### config.mk
export PLATFORM = sky130hd
export DESIGN_NAME = hufd_out
export DESIGN_NICKNAME = d
export VERILOG_FILES = /design/src/rtl/hufd_pkg.sv /design/src/rtl/hufd_out.sv
export SDC_FILE = /design/constraint.sdc
export NUM_CORES = 1
export LEC_CHECK = 0
export ABC_AREA = 1
export BUFFER_PORTS_ARGS = -buffer_cell sky130_fd_sc_hd__buf_4
export CORE_AREA = 2 2 39 41
export CTS_CLUSTER_DIAMETER = 50
export DETAILED_ROUTE_END_ITERATION = 16
export DIE_AREA = 0 0 41 43
export SETUP_SLACK_MARGIN = 0.1
export SLEW_MARGIN = 5
export SYNTH_ARGS = -nofsm -noshare
export SYNTH_HDL_FRONTEND = slang
export SYNTH_SLANG_ARGS = --single-unit
### constraint.sdc
create_clock -name clk_i -period 0.8 [get_ports clk_i]
set_input_delay 0.16 -clock clk_i [delete_from_list [all_inputs] [get_ports clk_i]]
set_output_delay 0.16 -clock clk_i [all_outputs]
set_load 0.005 [all_outputs]
### src/rtl/hufd_pkg.sv
`default_nettype none

package hufd_pkg;

  localparam int unsigned NodeCountDef = 512;
  localparam int unsigned MaxCodeLen   = 32;

  // fixed field widths
  localparam int unsigned SymW  = 8;
  localparam int unsigned CodeW = 32;
  localparam int unsigned LenW  = 6;
  localparam int unsigned ByteW = 8;
  localparam int unsigned CntW  = 4;

  // longest code an insert may carry
  localparam int unsigned CodeLimit = (MaxCodeLen < CodeW) ? MaxCodeLen : CodeW;

  localparam int unsigned InDataW  = 64;
  localparam int unsigned OutDataW = 16;

  typedef enum logic [1:0] {
    CMD_CLEAR  = 2'd0,
    CMD_INSERT = 2'd1,
    CMD_DECODE = 2'd2
  } hufd_cmd_e;

  typedef enum logic [1:0] {
    ST_OK       = 2'd0,
    ST_FULL     = 2'd1,
    ST_CONFLICT = 2'd2,
    ST_MISSING  = 2'd3
  } hufd_status_e;

  typedef struct packed {
    logic              last;
    hufd_status_e      status;
    logic              has_sym;
    logic [SymW-1:0]   sym;
  } hufd_res_t;

  typedef struct packed {
    logic wr_en;
    logic root_clr;
  } hufd_wr_t;

endpackage

`default_nettype wire

### src/rtl/hufd_out.sv
`default_nettype none

module hufd_out import hufd_pkg::*; (
  input  wire logic      clk_i,
  input  wire logic      rst_ni,
  input  wire logic      push_i,
  input  wire hufd_res_t res_i,
  output logic           free_o,
  output logic           valid_o,
  input  wire logic      ready_i,
  output hufd_res_t      res_o
);

  logic      valid_q;
  hufd_res_t res_q;

  assign free_o = !valid_q || ready_i;

  always_ff @(posedge clk_i or negedge rst_ni) begin
    if (!rst_ni) begin
      valid_q <= 1'b0;
    end else if (push_i) begin
      valid_q <= 1'b1;
    end else if (ready_i) begin
      valid_q <= 1'b0;
    end
  end

  always_ff @(posedge clk_i) begin
    if (push_i) begin
      res_q <= res_i;
    end
  end

  assign valid_o = valid_q;
  assign res_o   = res_q;

endmodule

`default_nettype wire

==> run metrics, run 1 <==
H-tree levels=1; pwr dens=2010 nW/um^2; sw frac=19.3%; CTS tree=yes; # diodes=0; Root Driver=clkbuf_4; CTS buffer count=3; dpl hpwl=547 um; fin area=683 sq um; share of layout cells above drive strength 1=66.7%; Remaining Overflow, GRT=0; source of the critical timing path=valid_o; Final Cycle Share=124%; fin cells=67; Mapped Cells=17; Worst Path Class, Setup=flip-flop to primary output; number of global-route vias before repair=250; Post-Syn Area=405 sq um; Clock Sinks=13; Hold Crit Class=input port to flip-flop; row cnt=14; vias per cell=3.94; initial antenna violation count=0; Psw=0.265 mW; Mapped Nets=33; Die Y-Extent=43 um; I/O Buffers=29; Synth Register Bits=13; crit path max fanout=2; FILL cells=136; antenna viol nets, final=0; placed cells=62; Synth cell types=4; Period minus WS final=0.990 ns; final hold vios=0; critical path arrival=0.83 ns; clock skew=0 ns; WL final=719 um; Clock power frac=28.5%; CP endpoint kind=primary output; routed len/inst=10.7 um; mean post-synth cell area=23.8 sq um; unrepaired setup endpoints after global routing=yes; Post-Route Utilization=49.4%; initial DRC count=0; PnR worst setup slack=-0.190 ns; I/O pins=30; setup tns final=-1.96 ns; DRC violations left=0; register area=385 sq um; leakage power=0.304 nW; clock latency on the worst-skew pair=0.27 ns; Final #Nets=68; CP startpoint kind=flip-flop; WP data required=0.64 ns; Gate power share=12.2%; cell-internal power=1.11 mW; DR pass1 iterations=1; Layout area overhead=68.5%; Seq/Total Area, Yosys=95.1%; total global routing track utilization=8.74%; Die W=41 um; final setup fails=14; Starting Density=29.3%; outcome=complete, but fails checks; gpl congestion=0.560; DP Area=643 sq um; warnings from Yosys=0; global-route wire length before repair=966 um; Seq pwr share=59.4%; multi-input logic area=12.5 sq um; worst flop-to-flop path startpoint=valid_o; maximum clock frequency=1010 MHz; hold_sp=res_i[11]; die area=1760 sq um; largest net degree at the start of global routing=14; failing checks=negative setup slack; CTS clock-pin slew for the worst setup and hold paths=0.07 ns; worst-margin pin slew=0.161 ns; Rel. slew slack=89.3%; max cap viols=0; clk buf depth=2; Slew Viols, Final=0; Vias=264; CORE AREA=1380 sq um; peak supply drop=1190 uV
==> metal layers <==
layer / wire length, um / vias up / share of wire (%) / GRT usage [%]
li1: - / 130 / - / -
met1: 288 / 117 / 40 / 9.76
met2: 336 / 15 / 47 / 11.6
met3: 88 / 2 / 12 / 5.76
met4: 5 / 0 / 0.70 / 6.00
met5: 0 / - / 0 / 0
==> cells in the mapped netlist <==
master	n	area, sq um
inv_1	2	7.51
edfxtp_1	12	360
dfrtp_1	1	25.0
nand2_2	2	12.5
==> logic make-up after synthesis <==
family	share of synthesized area (%)
DFF	95.1
and+or+nand+nor	3.09
buffers and inverters	1.85
==> cells in the final DEF (no fill, tap or decap) <==
cell type      Yosys  routed
buf_4              0      28
edfxtp_1          12      12
clkbuf_4           0       3
inv_1              2       2
nand2_2            2       2
clkbuf_1           0       1
dlygate4sd3_1      0       1
buf_6              0       1
dfrtp_1            1       1
==> final timing paths <==
check / cells past startpoint / endpoint / slack [ns]
max: 2 / free_o / -0.19
min: 1 / res_o[11] / 0.06
max reg2reg: 2 / valid_o / 0.19
min reg2reg: 2 / valid_o / 0.51
max in group asynchronous: 2 / valid_o / 0.52
min in group asynchronous: 2 / valid_o / 0.20
==> state kept, by name, summed over array words and instances, names as in the netlist <==
signal	flops
res_o	12
valid_o	1
==> critical path, cell delays in order (launching register included) <==
cell and delay [ns]:
dfrtp_1 0.39, nand2_2 0.08, buf_6 0.09
==> through the flow <==
stage / hold WS, ns / total power [mW] / worst slack (ns)
after floorplan: -0.136 / 0.847 / 0.176
after global placement: -0.0640 / 0.991 / 0.0929
after detailed placement: -0.0630 / 0.995 / 0.0888
after CTS: 0.0576 / 1.39 / -0.201
after global routing: 0.0485 / 1.43 / -0.235
final: 0.0647 / 1.37 / -0.190
==> cell type report <==
class	instances	area share, %
Clock buffer	4	3.85
Inverter	2	1.10
Multi-Input combinational cell	2	1.83
Sequential cell	13	56.4
Tap cell	16	2.93
Timing Repair Buffer	30	33.9
==> repair_timing <==
| item | CTS | global route |
|---|---|---|
| pin swaps | 1 | 0 |
| gates resized for setup | 1 | 0 |
| hold endpoints to repair | 1 | 0 |
| hold buffers | 1 | 0 |
| setup buffers | 0 | 0 |
| endpoints found under the setup margin | 14 | 14 |
==> power groups by stage <==
stage	clock (mW)	sequential, mW	combinational (mW)
3_5_place_dp	0	0.832	0.163
2_1_floorplan	0	0.838	0.00846
6_report	0.391	0.815	0.167
4_1_cts	0.401	0.817	0.171
5_1_grt	0.426	0.821	0.180
3_3_place_gp	0	0.830	0.161
Power figures use the tool's default switching activity.
==> inputs of run 2 (changes only) <==
--- a/config.mk
+++ b/config.mk
@@ -6,7 +6,7 @@
 export NUM_CORES = 1
 export LEC_CHECK = 0
 export ABC_AREA = 1
-export BUFFER_PORTS_ARGS = -buffer_cell sky130_fd_sc_hd__buf_4
+export BUFFER_PORTS_ARGS = -buffer_cell sky130_fd_sc_hd__buf_2
 export CORE_AREA = 2 2 39 41
 export CTS_CLUSTER_DIAMETER = 50
 export DETAILED_ROUTE_END_ITERATION = 16
==> run metrics, run 2 (synthesis gave the netlist of run 1 again) <==
# diodes=0; share of layout cells above drive strength 1=70.4%; Psw=0.281 mW; Hold Crit Class=input port to flip-flop; total global routing track utilization=11.5%; Seq pwr share=60.5%; PostCTS Resize Cnt=0; worst-margin pin slew=0.285 ns; clock latency on the worst-skew pair=0.27 ns; pwr dens=2130 nW/um^2; CP endpoint kind=primary output; row cnt=14; outcome=complete, but fails checks; clock skew=0 ns; most frequent cells in the layout=29 x buf_2, 12 x edfxtp_1, 3 x clkbuf_4, 3 x buf_4; maximum clock frequency=998 MHz; WL final=790 um; Layout area overhead=55.6%; Slew Viols, Final=0; critical path arrival=0.84 ns; crit path max fanout=2; setup tns final=-1.98 ns; CTS buffer count=3; Tot Pwr=1.34 mW; cell-internal power=1.06 mW; gpl congestion=0.583; max reg flops=12; I/O pins=30; die area=1760 sq um; register area=385 sq um; Root Driver=clkbuf_4; leakage power=0.293 nW; unrepaired setup endpoints after global routing=yes; Remaining Overflow, GRT=0; multi-input logic area=12.5 sq um; Vias=288; Die Y-Extent=43 um; CTS clock-pin slew for the worst setup and hold paths=0.09 ns; worst path cell trace=nand2_2 -> buf_2; final hold vios=0; Clock Sinks=13; Die W=41 um; vias per cell=4.11; Starting Density=29.3%; Final #Nets=71; Clock power frac=29.6%; final setup fails=15; Critical Path Max Stage Delay=0.40 ns; CP startpoint kind=flip-flop; max cap viols=0; Period minus WS final=1.00 ns; initial DRC count=0; PnR worst setup slack=-0.202 ns; peak supply drop=813 uV; number of global-route vias before repair=330; Final Cycle Share=125%; I/O Buffers=29; clk buf depth=2; largest net degree at the start of global routing=14; Rel. slew slack=81.0%; Worst path slowest cell=dfrtp_1; failing checks=negative setup slack; routed len/inst=11.3 um; sw frac=20.9%; DR pass1 iterations=1; initial antenna violation count=0; global-route wire length before repair=1240 um; FILL cells=136; CORE AREA=1380 sq um; Worst Path Class, Setup=flip-flop to primary output; DRC violations left=0; Gate power share=9.9%; H-tree levels=1; commonest non-fill, non-tap cell in the layout=buf_2; WP data required=0.64 ns; CTS tree=yes; antenna viol nets, final=0
==> run 2: changes by cell type in the layout (fill, tap and decap cells not counted), sizes merged <==
cell | previous run | this run
buf | 29 | 32
clkbuf | 4 | 3
clkinv | 0 | 1
==> run 2: power groups by stage <==
stage	Sequential, mW	Combinational [mW]	Clock, mW
2_1_floorplan	0.838	0.00846	0
3_3_place_gp	0.827	0.112	0
3_5_place_dp	0.830	0.117	0
4_1_cts	0.815	0.135	0.416
5_1_grt	0.820	0.148	0.440
6_report	0.813	0.133	0.398
==> run 2: area by class of cell <==
type	count	share of cell area [%]
timing repair buffer	33	28.2
tap	16	3.17
clock inverter	1	0.794
inverter	2	1.19
clock buffer	3	3.57
multi-input combinational	2	1.98
sequential	13	61.1
==> run 2: routing by layer <==
metal | track usage [%] | up-vias | part of all wire (%)
li1 | - | 134 | -
met1 | 11.9 | 137 | 36
met2 | 16.9 | 15 | 52
met3 | 3.14 | 2 | 10
met4 | 12.0 | 0 | 1.5
met5 | 0 | - | 0
==> run 2: per-stage QoR <==
stage	area, sq um	utilization (%)	setup WS [ns]	hold slack, ns	cells
final	631	45.6	-0.202	0.0549	70
after detailed placement	571	41.2	0.0356	-0.0634	62
after global placement	571	41.2	0.0591	-0.0642	62
after CTS	631	45.6	-0.213	0.0434	70
after global routing	631	45.6	-0.245	0.0452	70
after floorplan	405	-	0.176	-0.136	17
==> run 2: timing repair <==
action                                 4_1_cts  5_1_grt
endpoints found under the hold margin        1        0
setup endpoints to repair                   14       15
pin swaps                                    1        0
buffers inserted                             3        0
hold buffers                                 1        0
==> run 2: path summary, 6_finish.rpt <==
check	from	end	slack [ns]	cells after the start
max in group asynchronous	rst_ni	valid_o	0.55	2
min reg2reg	valid_o	valid_o	0.79	5
max reg2reg	valid_o	valid_o	-0.08	5
min	res_i[0]	res_o[0]	0.05	1
min in group asynchronous	rst_ni	valid_o	0.17	2
max	valid_o	free_o	-0.20	2
==> run 2: worst max-delay path: cells and delay by family (launching register included) <==
family / cells / cell delay (ns)
simple gates: 1 / 0.07
flops: 1 / 0.40
buf+inv: 1 / 0.10
