`config.mk`:
```
export PLATFORM = sky130hd
export DESIGN_NAME = hufd_walker
export DESIGN_NICKNAME = d
export VERILOG_FILES = /design/src/rtl/hufd_pkg.sv /design/src/rtl/hufd_walker.sv
export SDC_FILE = /design/constraint.sdc
export NUM_CORES = 1
export LEC_CHECK = 0
export BUFFER_PORTS_ARGS = -buffer_cell sky130_fd_sc_hd__buf_2
export CAP_MARGIN = 20
export CORE_ASPECT_RATIO = 1.1
export CORE_UTILIZATION = 55
export CTS_BUF_LIST = sky130_fd_sc_hd__clkbuf_16
export DETAILED_ROUTE_END_ITERATION = 8
export GPL_TIMING_DRIVEN = 0
export PLACE_DENSITY = 0.8
export REMOVE_ABC_BUFFERS = 1
export SLEW_MARGIN = 25
export SYNTH_ARGS = -nofsm -noshare
export SYNTH_HDL_FRONTEND = slang
export SYNTH_SLANG_ARGS = --single-unit
```
`constraint.sdc`:
```
create_clock -name clk_i -period 15.7 [get_ports clk_i]
set_input_delay 0.785 -clock clk_i [delete_from_list [all_inputs] [get_ports clk_i]]
set_output_delay 0.785 -clock clk_i [all_outputs]
set_load 0.03 [all_outputs]
```
`src/rtl/hufd_pkg.sv`:
```
`default_nettype none

package hufd_pkg;

  localparam int unsigned NodeCountDef = 512;
  localparam int unsigned MaxCodeLen   = 32;

  // fixed field widths
  localparam int unsigned SymW  = 8;
  localparam int unsigned CodeW = 32;
  localparam int unsigned LenW  = 6;
  localparam int unsigned ByteW = 8;
  localparam int unsigned CntW  = 4;

  // longest code an insert may carry
  localparam int unsigned CodeLimit = (MaxCodeLen < CodeW) ? MaxCodeLen : CodeW;

  localparam int unsigned InDataW  = 64;
  localparam int unsigned OutDataW = 16;

  typedef enum logic [1:0] {
    CMD_CLEAR  = 2'd0,
    CMD_INSERT = 2'd1,
    CMD_DECODE = 2'd2
  } hufd_cmd_e;

  typedef enum logic [1:0] {
    ST_OK       = 2'd0,
    ST_FULL     = 2'd1,
    ST_CONFLICT = 2'd2,
    ST_MISSING  = 2'd3
  } hufd_status_e;

  typedef struct packed {
    logic              last;
    hufd_status_e      status;
    logic              has_sym;
    logic [SymW-1:0]   sym;
  } hufd_res_t;

  typedef struct packed {
    logic wr_en;
    logic root_clr;
  } hufd_wr_t;

endpackage

`default_nettype wire

```
`src/rtl/hufd_walker.sv`:
```
`default_nettype none

module hufd_walker import hufd_pkg::*; #(
  parameter int unsigned NodeCount = NodeCountDef,
  localparam int unsigned PtrW = $clog2(NodeCount),
  localparam int unsigned EntW = 2 * PtrW + SymW
) (
  input  wire logic             clk_i,
  input  wire logic             rst_ni,
  input  wire logic             in_valid_i,
  output logic                  in_ready_o,
  input  wire logic [1:0]       cmd_i,
  input  wire logic [SymW-1:0]  sym_i,
  input  wire logic [CodeW-1:0] code_i,
  input  wire logic [LenW-1:0]  len_i,
  input  wire logic [ByteW-1:0] byte_i,
  input  wire logic [CntW-1:0]  cnt_i,
  output hufd_wr_t              ctl_o,
  output logic      [PtrW-1:0]  waddr_o,
  output logic      [EntW-1:0]  wdata_o,
  output logic      [PtrW-1:0]  raddr_o,
  input  wire logic [EntW-1:0]  rdata_i,
  input  wire logic [EntW-1:0]  root_i,
  output logic                  push_o,
  output hufd_res_t             res_o,
  input  wire logic             out_free_i
);

  localparam int unsigned FreeW = $clog2(NodeCount + 1);
  localparam int unsigned CmpW  = ((FreeW > LenW) ? FreeW : LenW) + 1;
  localparam int unsigned TapW  = $clog2(CodeW);

  typedef enum logic [8:0] {
    S_IDLE   = 9'b000000001,
    S_FOLLOW = 9'b000000010,
    S_ROOM   = 9'b000000100,
    S_MAKE   = 9'b000001000,
    S_RESULT = 9'b000010000,
    S_STEP   = 9'b000100000,
    S_CHECK  = 9'b001000000,
    S_MISS   = 9'b010000000,
    S_END    = 9'b100000000
  } walk_state_e;

  walk_state_e      state_q, state_d;
  logic [PtrW-1:0]  node_q, node_d;
  logic [PtrW-1:0]  walk_q, walk_d;
  logic [PtrW-1:0]  cand_q, cand_d;
  logic [EntW-1:0]  ent_q, ent_d;
  logic [FreeW-1:0] free_q, free_d;
  logic [CodeW-1:0] code_q, code_d;
  logic [LenW-1:0]  len_q, len_d;
  logic [LenW-1:0]  depth_q, depth_d;
  logic [SymW-1:0]  sym_q, sym_d;
  logic [ByteW-1:0] byte_q, byte_d;
  logic [CntW-1:0]  cnt_q, cnt_d;
  hufd_status_e     status_q, status_d;
  logic             hold_v_q, hold_v_d;
  logic [SymW-1:0]  hold_sym_q, hold_sym_d;

  logic             accept;
  logic [LenW-1:0]  len_m1;
  logic             tap;
  logic [EntW-1:0]  cur_ins;
  logic             ins_leaf;
  logic [PtrW-1:0]  nx_ins;
  logic [LenW-1:0]  need;
  logic [CmpW-1:0]  room;
  logic [PtrW-1:0]  nn;
  logic [EntW-1:0]  e_dec;
  logic [PtrW-1:0]  nx_dec;
  logic             dec_bad;
  logic             chk_leaf;

  assign in_ready_o = (state_q == S_IDLE);
  assign accept     = in_valid_i && in_ready_o;

  // code path bits leave at position len-1 of a left-shifting register
  assign len_m1 = len_q - LenW'(1);
  assign tap    = code_q[len_m1[TapW-1:0]];

  assign cur_ins  = (node_q == '0) ? root_i : rdata_i;
  assign ins_leaf = (node_q != '0) && (cur_ins[EntW-1 -: PtrW] == '0) &&
                    (cur_ins[SymW +: PtrW] == '0);
  assign nx_ins   = tap ? cur_ins[SymW +: PtrW] : cur_ins[EntW-1 -: PtrW];

  assign need = len_q - depth_q;
  assign room = CmpW'(NodeCount) - CmpW'(free_q);
  assign nn   = free_q[PtrW-1:0];

  assign e_dec    = (state_q == S_CHECK || walk_q != '0) ? rdata_i : root_i;
  assign nx_dec   = byte_q[ByteW-1] ? e_dec[SymW +: PtrW] : e_dec[EntW-1 -: PtrW];
  assign dec_bad  = (nx_dec == '0) || ((PtrW+1)'(nx_dec) >= (PtrW+1)'(NodeCount));
  assign chk_leaf = (rdata_i[EntW-1 -: PtrW] == '0) && (rdata_i[SymW +: PtrW] == '0);

  always_comb begin
    state_d    = state_q;
    node_d     = node_q;
    walk_d     = walk_q;
    cand_d     = cand_q;
    ent_d      = ent_q;
    free_d     = free_q;
    code_d     = code_q;
    len_d      = len_q;
    depth_d    = depth_q;
    sym_d      = sym_q;
    byte_d     = byte_q;
    cnt_d      = cnt_q;
    status_d   = status_q;
    hold_v_d   = hold_v_q;
    hold_sym_d = hold_sym_q;
    ctl_o      = '0;
    waddr_o    = node_q;
    wdata_o    = '0;
    raddr_o    = walk_q;
    push_o     = 1'b0;
    res_o      = '{last: 1'b1, status: status_q, has_sym: 1'b0, sym: '0};

    case (state_q)
      S_IDLE: begin
        if (accept) begin
          case (hufd_cmd_e'(cmd_i))
            CMD_CLEAR: begin
              ctl_o.root_clr = 1'b1;
              free_d   = FreeW'(1);
              walk_d   = '0;
              status_d = ST_OK;
              state_d  = S_RESULT;
            end
            CMD_INSERT: begin
              node_d  = '0;
              code_d  = code_i;
              len_d   = len_i;
              depth_d = '0;
              sym_d   = sym_i;
              if (len_i == '0 || len_i > LenW'(CodeLimit)) begin
                status_d = ST_CONFLICT;
                state_d  = S_RESULT;
              end else begin
                state_d = S_FOLLOW;
              end
            end
            CMD_DECODE: begin
              byte_d  = byte_i;
              cnt_d   = (cnt_i > CntW'(ByteW)) ? CntW'(ByteW) : cnt_i;
              state_d = S_STEP;
            end
            default: begin
              status_d = ST_OK;
              state_d  = S_RESULT;
            end
          endcase
        end
      end

      // follow the part of the code path that already exists
      S_FOLLOW: begin
        raddr_o = nx_ins;
        if (depth_q == len_q || ins_leaf) begin
          status_d = ST_CONFLICT;
          state_d  = S_RESULT;
        end else if (nx_ins == '0) begin
          ent_d   = cur_ins;
          state_d = S_ROOM;
        end else begin
          node_d  = nx_ins;
          depth_d = depth_q + LenW'(1);
          code_d  = {code_q[CodeW-2:0], 1'b0};
        end
      end

      S_ROOM: begin
        if (CmpW'(free_q) > CmpW'(NodeCount) || CmpW'(need) > room) begin
          status_d = ST_FULL;
          state_d  = S_RESULT;
        end else begin
          state_d = S_MAKE;
        end
      end

      // one new node per cycle; the parent is rewritten with its new child
      S_MAKE: begin
        ctl_o.wr_en = 1'b1;
        if (depth_q != len_q) begin
          wdata_o = tap ? {ent_q[EntW-1 -: PtrW], nn, ent_q[SymW-1:0]}
                        : {nn, ent_q[SymW +: PtrW], ent_q[SymW-1:0]};
          free_d  = free_q + FreeW'(1);
          node_d  = nn;
          ent_d   = '0;
          depth_d = depth_q + LenW'(1);
          code_d  = {code_q[CodeW-2:0], 1'b0};
        end else begin
          wdata_o  = {{(2*PtrW){1'b0}}, sym_q};
          status_d = ST_OK;
          state_d  = S_RESULT;
        end
      end

      S_RESULT: begin
        if (out_free_i) begin
          push_o  = 1'b1;
          state_d = S_IDLE;
        end
      end

      S_STEP, S_CHECK: begin
        if (state_q == S_CHECK) begin
          raddr_o = cand_q;
        end
        if (state_q == S_CHECK && chk_leaf) begin
          // a symbol is held back until it is known whether it ends the request
          if (!hold_v_q || out_free_i) begin
            push_o     = hold_v_q;
            res_o      = '{last: 1'b0, status: ST_OK, has_sym: 1'b1, sym: hold_sym_q};
            hold_v_d   = 1'b1;
            hold_sym_d = rdata_i[SymW-1:0];
            walk_d     = '0;
            state_d    = S_STEP;
          end
        end else begin
          if (state_q == S_CHECK) begin
            walk_d = cand_q;
          end
          if (cnt_q == '0) begin
            state_d = S_END;
          end else if (dec_bad) begin
            walk_d  = '0;
            state_d = S_MISS;
          end else begin
            raddr_o = nx_dec;
            cand_d  = nx_dec;
            byte_d  = {byte_q[ByteW-2:0], 1'b0};
            cnt_d   = cnt_q - CntW'(1);
            state_d = S_CHECK;
          end
        end
      end

      S_MISS: begin
        if (out_free_i) begin
          push_o = 1'b1;
          if (hold_v_q) begin
            res_o    = '{last: 1'b0, status: ST_OK, has_sym: 1'b1, sym: hold_sym_q};
            hold_v_d = 1'b0;
          end else begin
            res_o   = '{last: 1'b1, status: ST_MISSING, has_sym: 1'b0, sym: '0};
            state_d = S_IDLE;
          end
        end
      end

      S_END: begin
        if (out_free_i) begin
          push_o   = 1'b1;
          res_o    = '{last: 1'b1, status: ST_OK, has_sym: hold_v_q,
                       sym: (hold_v_q ? hold_sym_q : '0)};
          hold_v_d = 1'b0;
          state_d  = S_IDLE;
        end
      end

      default: begin
        state_d = S_IDLE;
      end
    endcase
  end

  always_ff @(posedge clk_i or negedge rst_ni) begin
    if (!rst_ni) begin
      state_q  <= S_IDLE;
      walk_q   <= '0;
      free_q   <= FreeW'(1);
      hold_v_q <= 1'b0;
    end else begin
      state_q  <= state_d;
      walk_q   <= walk_d;
      free_q   <= free_d;
      hold_v_q <= hold_v_d;
    end
  end

  always_ff @(posedge clk_i) begin
    node_q     <= node_d;
    cand_q     <= cand_d;
    ent_q      <= ent_d;
    code_q     <= code_d;
    len_q      <= len_d;
    depth_q    <= depth_d;
    sym_q      <= sym_d;
    byte_q     <= byte_d;
    cnt_q      <= cnt_d;
    status_q   <= status_d;
    hold_sym_q <= hold_sym_d;
  end

`ifndef ASSERT_OFF
  a_free_bound: assert property (@(posedge clk_i) disable iff (!rst_ni)
    free_q <= FreeW'(NodeCount))
    else $error("node allocator ran past the store");

  a_make_room: assert property (@(posedge clk_i) disable iff (!rst_ni)
    (state_q == S_MAKE && depth_q != len_q) |-> (free_q < FreeW'(NodeCount)))
    else $error("node created without room");

  a_hold_decode: assert property (@(posedge clk_i) disable iff (!rst_ni)
    hold_v_q |-> (state_q == S_STEP || state_q == S_CHECK ||
                  state_q == S_MISS || state_q == S_END))
    else $error("held symbol outside a decode request");

  a_push_room: assert property (@(posedge clk_i) disable iff (!rst_ni)
    push_o |-> out_free_i)
    else $error("result pushed into a full output register");
`endif

endmodule

`default_nettype wire

```
==> impl_metrics.py <==
metrics = {
    "status": {
        "status": "finished, final reports clean",
    },
    "route": {
        "postRouteWirelength_um": 23100,
        "via_per_inst": 6.03,
        "wl_per_cell_um": 19.2,
        "vias": 7271,
        "drtIter0Drc": 759,
        "drt-pass1-iter-count": 5,
        "ant_nets": 0,
        "drc": 0,
    },
    "grt": {
        "grtUsageMet1_pct": 37.7,
        "grt_pass1_wl_um": 36700,
        "track_usage_pct": 30.0,
        "grt_pass1_vias": 7099,
        "grt_antenna_before_repair": 0,
        "grt_max_degree": 38,
        "grt_overflow": 0,
        "grt.busiest_layer": "met2",
        "grt_use_met2_pct": 48.5,
        "use_met3_pct": 5.48,
    },
    "logic_synthesis": {
        "syn_area_per_cell_um2": 10.3,
        "synthDistinctLibCells": 67,
        "yosys_warnings": 0,
        "yosysTopAreaCell": "edfxtp_1",
        "synth_area_leaders": "edfxtp_1 41%, dfrtp_1 7.8%, nand2_1 7.4%",
        "async_flop_share_pct": 19.7,
        "synth-edff-count": 118,
        "synth_flop_cell": "edfxtp_1",
        "yosysSeqAreaShare_pct": 49.5,
        "synth_area_mm2": 0.00863,
        "synth_top_area_share_pct": 41.0,
        "synth_cells": 837,
        "ys_ff_latch": 147,
    },
    "layout": {
        "diodes": 0,
        "drive_gt1_share_pct": 26.1,
        "seq_area_mm2": 0.00427,
        "fin_nets": 1134,
        "final_cells": 1206,
        "fillers": 1185,
        "multiInputGateArea_mm2": 0.00413,
        "syn_to_final_growth_pct": 19.5,
    },
    "clock_tree": {
        "cts_tree": "yes",
        "h-tree-depth": 4,
        "cts_max_path_buffers": 2,
        "post_cts_buffers": 0,
        "cts.sinks": 147,
        "cts_buffers": 17,
        "cts.clk_slew.worst_paths_ns": 0.06,
        "cts-root-buf": "clkbuf_16",
        "clock_latency_ns": 0.43,
        "cts_resized": 0,
        "cts_hold_buf": 0,
    },
    "worst_hold_path": {
        "hp-class": "in2async",
    },
    "critical_path": {
        "worstPathMaxFanout": 16,
        "crit_path_start_kind": "register",
        "cpPeakStageDelay_ns": 0.77,
        "cp_cell_sequence": "inv_1 -> ha_1 -> mux4_2 -> mux4_2 -> mux2i_4 -> buf_8 -> buf_8 -> mux2i_1 -> a222oi_1 -> o41ai_1 -> buf_2",
        "reg2reg_from": "len_q[0]$_DFFE_PP_",
        "cp_top_family": "multiplexers",
        "end_kind": "primary output",
        "worstPathArrival_ns": 4.47,
        "cp_slowest_cell": "edfxtp_1",
        "critPathKind": "reg2out",
        "setup.worst_path.start": "len_q[0]$_DFFE_PP_",
        "worstPathRequired_ns": 14.91,
        "crit_buf_inv": 4,
    },
    "floorplan": {
        "die_x_um": 121,
        "die_y_um": 133,
        "ioPinCount": 176,
        "core_mm2": 0.0152,
        "die_area_mm2": 0.0162,
        "initial_utilization_pct": 56.9,
        "num_rows": 47,
    },
    "placement": {
        "io_buffers": 175,
        "numPlacedInstances": 1174,
        "gp_congestion": 0.934,
        "hpwl_um": 16900,
    },
    "timing": {
        "rsz0062_at_grt": "no",
        "tns_ns": 0,
        "timing.final.crit_share_pct": 33.5,
        "timing.fmax_mhz": 190,
        "final-setup-viol-count": 0,
        "slew_headroom_pct": 24.0,
        "tightest_slew_ns": 1.14,
        "min_period_ns": 5.26,
        "hold_viol": 0,
        "clock_skew_ns": 0.00753,
        "slew_violations": 0,
    },
    "pwr": {
        "power_uw": 1450,
        "vdd_drop_max_mv": 0.152,
        "powerDensity_mw_per_mm2": 140,
        "leakagePower_uw": 0.00438,
    },
    "run": {
        "cap_violations": 0,
    },
}
==> placed cells by master (no fill, tap or decap), types with 7 or more instances in the layout <==
cell type and n:
a21boi_0 9, a21oi_1 27, and2_1 13, buf_2 175
clkbuf_16 17, dfrtp_1 27, edfxtp_1 118, ha_1 20
inv_1 31, mux2_2 8, mux2i_1 49, mux4_2 19
nand2_1 171, nand3_1 13, nand4_1 7, nor2_1 88
nor3_1 20, nor4_1 10, o21ai_0 20, o22ai_1 9
or3_1 7, xnor2_1 16, xor2_1 10
==> Yosys cell counts, types with 14 or more instances <==
| cell | instances |
|---|---|
| xnor2_1 | 16 |
| inv_1 | 29 |
| mux2i_1 | 49 |
| o21ai_0 | 20 |
| ha_1 | 20 |
| nand3_1 | 14 |
| a21oi_1 | 29 |
| nand2_1 | 171 |
| mux4_2 | 19 |
| dfrtp_1 | 27 |
| nor3_1 | 21 |
| edfxtp_1 | 118 |
| clkbuf_1 | 30 |
| nor2_1 | 89 |
==> where the power goes <==
part	internal [uW]	switching, uW
sequential	486	47.8
clock	215	162
combinational	200	337
total	901	546
==> routing by layer <==
metal  wire, um  part of all wire, %  up-vias
li1           -                    -     3381
met1       9000                   39     3444
met2      11300                   49      367
met3       1620                  7.0       79
met4       1210                  5.2        0
met5          0                    0        -
==> cells by family (layout without fill, tap and decap cells) <==
kind of cell    count (synthesis)  in the layout  share of synthesized area, %
flops                         147            147                          49.5
buf+inv                        72            245                          3.26
xor+xnor                       26             26                          2.64
mux                            77             77                          11.8
simple gates                  370            370                          19.8
compound gates                124            124                          9.84
fa+ha+maj                      21             21                          3.13
==> worst reg2reg max path: stages, from the launching register on <==
cell	delay (ns)
edfxtp_1	0.77
inv_1	0.15
ha_1	0.59
mux4_2	0.40
mux4_2	0.49
mux2i_4	0.24
buf_8	0.23
buf_8	0.21
mux2i_1	0.63
nor2_1	0.16
a21oi_4	0.41
buf_16	0.22
buf_16	0.18
==> state kept, by name, summed over array words and instances (netlist names) <==
name	cells
cnt_q	4
status_q	2
ent_q	26
sym_q	8
walk_q	9
len_q	6
state_q	9
waddr_o	9
cand_q	9
depth_q	6
byte_q	8
hold_v_q	1
code_q	32
hold_sym_q	8
free_q	10
==> through the flow <==
| stage | setup slack (ns) | instance area [um2] | util, % | hold slack (ns) |
|---|---|---|---|---|
| floorplan | 9.07 | 8470 | - | 0.489 |
| global placement | 6.83 | 9590 | 63.2 | 0.515 |
| detailed placement | 10.71 | 9770 | 64.4 | 0.520 |
| CTS | 10.43 | 10300 | 68.0 | 0.427 |
| global route | 10.24 | 10300 | 68.0 | 0.449 |
| finish | 10.44 | 10300 | 68.0 | 0.420 |
==> cell type report <==
type / count / share of cell area (%)
sequential: 147 / 41.4
multi-input combinational: 618 / 40.1
timing repair buffer: 182 / 9.73
clock buffer: 17 / 4.13
tap: 196 / 2.38
clock inverter: 15 / 1.15
inverter: 31 / 1.13
==> final timing paths <==
kind,to,slack (ns),cells past startpoint
setup / recovery,raddr_o[7],10.44,11
hold / removal,hold_v_q$_DFFE_PN0P_,0.42,1
setup reg to reg,code_q[9]$_DFFE_PP_,10.72,12
hold reg to reg,code_q[14]$_DFFE_PP_,0.54,2
max in group asynchronous,free_q[4]$_DFFE_PN0P_,14.81,1
min in group clk_i,sym_q[0]$_DFFE_PP_,0.53,1
Note: power is estimated with default switching activity, not from simulation.
